==> config.mk <==
export PLATFORM = sky130hd
export DESIGN_NAME = mfb_ram
export DESIGN_NICKNAME = d
export VERILOG_FILES = /design/src/max_flow_bfs_augment_core_assert.svh /design/src/mfb_ram.sv
export SDC_FILE = /design/constraint.sdc
export NUM_CORES = 1
export LEC_CHECK = 0
export ABC_CLOCK_PERIOD_IN_PS = 2400
export BUFFER_PORTS_ARGS = -buffer_cell sky130_fd_sc_hd__buf_4
export CAP_MARGIN = 40
export CORE_MARGIN = 5
export CORE_UTILIZATION = 55
export CTS_BUF_LIST = sky130_fd_sc_hd__clkbuf_8 sky130_fd_sc_hd__clkbuf_16
export CTS_CLUSTER_DIAMETER = 120
export DETAILED_ROUTE_END_ITERATION = 16
export GPL_ROUTABILITY_DRIVEN = 0
export PLACE_DENSITY = 0.73
export REMOVE_ABC_BUFFERS = 1
export SYNTH_ARGS = -nofsm -noshare
export SYNTH_HDL_FRONTEND = slang
export SYNTH_SLANG_ARGS = --single-unit
==> constraint.sdc <==
create_clock -name i_clk -period 2.4 [get_ports i_clk]
set_input_delay 0.48 -clock i_clk [delete_from_list [all_inputs] [get_ports i_clk]]
set_output_delay 0.48 -clock i_clk [all_outputs]
set_load 0.01 [all_outputs]
==> src/max_flow_bfs_augment_core_assert.svh <==
// Assertion macros for the max-flow core.
// Used by the top level only; empty bodies when SYNTHESIS is defined.
`ifndef MAX_FLOW_BFS_AUGMENT_CORE_ASSERT_SVH
`define MAX_FLOW_BFS_AUGMENT_CORE_ASSERT_SVH
`ifndef SYNTHESIS
`define MFB_ASSERT(lbl, clk, rstn, prop, msg) \
    lbl: assert property (@(posedge clk) disable iff (!rstn) prop) else $error(msg);
`define MFB_ASSERT_IMP(lbl, clk, rstn, ante, cons, msg) \
    lbl: assert property (@(posedge clk) disable iff (!rstn) (ante) |-> (cons)) else $error(msg);
`else
`define MFB_ASSERT(lbl, clk, rstn, prop, msg)
`define MFB_ASSERT_IMP(lbl, clk, rstn, ante, cons, msg)
`endif
`endif

==> src/mfb_ram.sv <==
// Generic simple dual-port RAM, one write and one registered read port.
// No dependencies.
`timescale 1ns / 1ps
module mfb_ram #(
    parameter int DEPTH = 64,
    parameter int WIDTH = 8,
    localparam int AW = $clog2(DEPTH)
) (
    input  logic             i_clk,
    input  logic             i_we,
    input  logic [AW-1:0]    i_waddr,
    input  logic [WIDTH-1:0] i_wdata,
    input  logic [AW-1:0]    i_raddr,
    output logic [WIDTH-1:0] o_rdata
);
    logic [WIDTH-1:0] r_mem [DEPTH];
    logic [WIDTH-1:0] r_rdata;

    always_ff @(posedge i_clk) begin
        if (i_we) begin
            r_mem[i_waddr] <= i_wdata;
        end
        r_rdata <= r_mem[i_raddr];
    end

    assign o_rdata = r_rdata;
endmodule

# Word level (Yosys, flattened, before mapping)
# Memories as Yosys holds them, arrays and structs flattened. A register that Yosys moved wholly into a read port is not among the register bits.
# Index checks and enable logic that the tools add are counted.
[totals]
ramBits = 512
in_bits = 22
mem_count = 1
register_bits = 0
output_inout_bits = 8
word_cells = 3
[memory_table]
columns = ["memory", "words", "width", "rd", "rd_ports_with_merged_regs", "write_ports", "line_no", "text"]
rows = [
  ["r_mem", 64, 8, 1, 1, 1, "mfb_ram.sv:16", "logic [WIDTH-1:0] r_mem [DEPTH];"],
]
[classes]
mux = 2
[op_table]
columns = ["op", "count"]
rows = [
  ["2-to-1 mux 1 bit", 2],
]

# Depth between registers and ports, before layout
[depth]
ltp_word = 2
ltp_mapped = 9
depth_no_buf = 5

# Least setup slack after synthesis
# OpenSTA, ideal clock, no wires.
[synth_path]
path_type = "input-to-reg"
startpoint = "input port i_raddr[1]"
endpoint = "register r_rdata[3] (netlist: o_rdata[3]), read port of r_mem"
setup_slack_ns = 0.252
required_time_ns = 2.272
path_stages = 7
arrival_time_ns = 2.020
path_cell_list = "buf_4 buf_2 buf_2 mux4_2 mux4_2 o21ai_1 o41ai_1"
[synth_lines]
columns = ["item", "line_no", "text"]
rows = [
  ["start, declared", "mfb_ram.sv:13", "input logic [AW-1:0] i_raddr,"],
  ["end, declared", "mfb_ram.sv:17", "logic [WIDTH-1:0] r_rdata;"],
]

==> impl_metrics.py <==
metrics = {
    "run_status": {
        "outcome": "finished, final reports clean",
    },
    "setup_path": {
        "crit_arrival_ns": 2.44,
        "timing.critical_path.to_type": "register",
        "timing.critical_path.fanout_max": 24,
        "critPathLaunchType": "input pin",
        "timing.setup.critical_path_class": "input pin to register",
        "critPathRequiredTime_ns": 2.83,
    },
    "clock_tree": {
        "ctsResizeCount": 0,
        "post_cts.repair.setup_buffers": 0,
        "clock_tree.htree_level_count": 2,
        "cts.reportedPaths.clkPinSlew_ns": 0.06,
        "number_of_buffers_on_the_longest_clock_path": 3,
        "ctsHoldBuffers": 0,
        "clkSinkCount": 520,
        "numCtsBuffers": 51,
        "cts_tree": "built",
        "clock_insertion_delay_worst_skew_ns": 0.57,
        "clock-root-buffer": "clkbuf_16",
    },
    "sta": {
        "finalCritPeriodShare": 0.8366,
        "worstMarginPinSlew_ns": 0.7197,
        "grt_setup_unrepaired": "false",
        "timing_max_transition_violations_final": 0,
        "final_report_setup_violation_count": 0,
        "timing.max_slew.rel_slack": 0.5202,
        "fin_tns_setup_ns": 0,
        "hold_viol_final": 0,
        "skew_ns": 0.01426,
        "maxClockFrequency_mhz": 498.1,
        "timing.hold.ws_ns": 0.3214,
        "finalWorstPathRequiredPeriod_ns": 2.008,
    },
    "power_and_ir_drop": {
        "powerDensity_mw_per_mm2": 809.8,
        "power.leakage_uw": 0.007683,
        "irDropWorstVdd_mv": 0.9822,
        "p_total_uw": 18990,
    },
    "route": {
        "route.antenna.remaining_nets": 0,
        "routed_wl_mm": 44.37,
        "wl_met3_mm": 3.510,
        "routedLengthMet1_mm": 17.14,
        "viasPerCell": 6.220,
        "drt_iter0_markers": 968,
        "via_count": 10026,
        "met2WireLength_mm": 22.57,
        "drt-pass1-iter-count": 5,
        "wire_per_inst_microns": 27.52,
        "dr.max_layer_used": "met4",
        "drt_drc_violations_left": 0,
    },
    "logic_synthesis": {
        "synthDominantCellAreaShare": 0.7624,
        "post_synth_edffs": 512,
        "yosys_warnings": 0,
        "syn_inst": 940,
        "ys_seq_elements": 520,
        "synthTopCellsByCount": "edfxtp_1 (512), mux4_2 (126), nor2_1 (83)",
        "synth.most_common_cell": "edfxtp_1",
        "synth_area_leaders": "edfxtp_1 (76%), mux4_2 (14%), nor2_1 (1.5%), mux2i_1 (1.1%), dfxtp_1 (0.79%)",
        "postSynth.asyncResetShare": 0,
        "synth.distinct_cells": 40,
        "seq_area_frac_synth": 0.7703,
        "synthFlopType": "edfxtp_1",
        "mappedNetlistArea_sq_mm": 0.02017,
        "post-synth-top-area-cell": "edfxtp_1",
        "avgSynthCellArea_sq_um": 21.45,
    },
    "floorplan": {
        "die_h_microns": 201.5,
        "floorplan.die_area_sq_mm": 0.04060,
        "core_area_sq_mm": 0.03643,
        "ios": 30,
        "num_rows": 70,
        "initial_utilization": 0.5535,
        "die_boundary_width_microns": 201.5,
    },
    "final_layout": {
        "antennaDiodeCount": 0,
        "area_growth_syn_to_layout_pct": 16.27,
        "final_layout_size_suffix_gt1_frac": 0.3260,
        "nFillCells": 2377,
        "final_util": 0.6436,
        "finish.net_count": 1124,
    },
    "global_routing": {
        "grt_remaining_overflow": 0,
        "first_pass_grt_wire_length_mm": 66.67,
        "grt_max_degree": 65,
        "grtUsageTotal": 0.2224,
        "first_global_vias": 10322,
        "antenna_found_initial": 0,
    },
    "placement": {
        "hpwl_mm": 27.71,
        "portBuffers": 29,
    },
    "hold_path": {
        "timing.hold.worst.class": "input pin to register",
    },
    "job": {
        "timing.max_cap.violations": 0,
    },
}
## flip-flops by register name (all words and copies together), names as in the netlist
register  count
r_mem       512
o_rdata       8
## stage by stage
stage	std cells	worst slack (ns)	area [sq um]
finish	1612	0.3922	23450
floorplan	889	0.5586	19850
CTS	1612	0.3850	23450
detailed placement	1517	-0.2151	21760
global route	1612	0.3445	23450
global placement	1517	-0.1474	21760
## logic make-up (layout without fill, tap and decap cells)
kind of cell    after synthesis  after routing  synth area share
buf+inv                      51            255           0.01570
compound gates               54             54           0.02072
mux                         162            162            0.1594
simple gates                153            153           0.03387
flops                       520            520            0.7703
## area by class of cell
type	count	area, sq um	share of cell area
clock buffer	56	1368	0.05832
clock inverter	39	325.3	0.01387
multi-input combinational	369	4315	0.1840
sequential	520	15530	0.6625
tap	468	585.6	0.02497
timing repair buffer	160	1320	0.05629
## final timing paths
check	from	endpoint	slack (ns)	cells past startpoint
worst min register to register	r_mem[30][6]	o_rdata[6]	0.83	3
worst min-delay path	i_raddr[5]	o_rdata[6]	0.32	3
worst max-delay path	i_raddr[0]	o_rdata[3]	0.39	6
worst max register to register	r_mem[29][4]	o_rdata[4]	0.43	6
## cells in the final DEF, fill, tap and decap left out, types with 6 or more instances in the layout
cell       count
clkinv_1      12
buf_12         9
nor3_1         7
clkbuf_16     53
dfxtp_1        8
nand2b_1       7
nand3_1       13
mux4_2       126
nand2_1       19
mux2_2        13
nor2_1        83
inv_1         11
edfxtp_1     512
mux2i_1       23
o221ai_1       8
buf_4        150
nor2b_1       14
o22ai_1        8
clkinv_2       7
a221oi_1       6
bufinv_16      6
## critical path, stage by stage
cell      delay, ns
clkbuf_8       0.23
buf_12         0.25
mux4_2         0.55
mux4_2         0.50
o21ai_1        0.27
o41ai_1        0.13
## report_power, final
part | internal (uW) | switching, uW
sequential | 10100 | 43.1
clock | 4720 | 3180
combinational | 423 | 574
total | 15200 | 3800
## metal layers
layer / global-route usage / vias to the layer above
met5: 0 / -
met2: 0.3648 / 460
met1: 0.3132 / 5241
met3: 0.03642 / 74
li1: - / 4251
met4: 0.06982 / 0
Power figures use the tool's default switching activity.
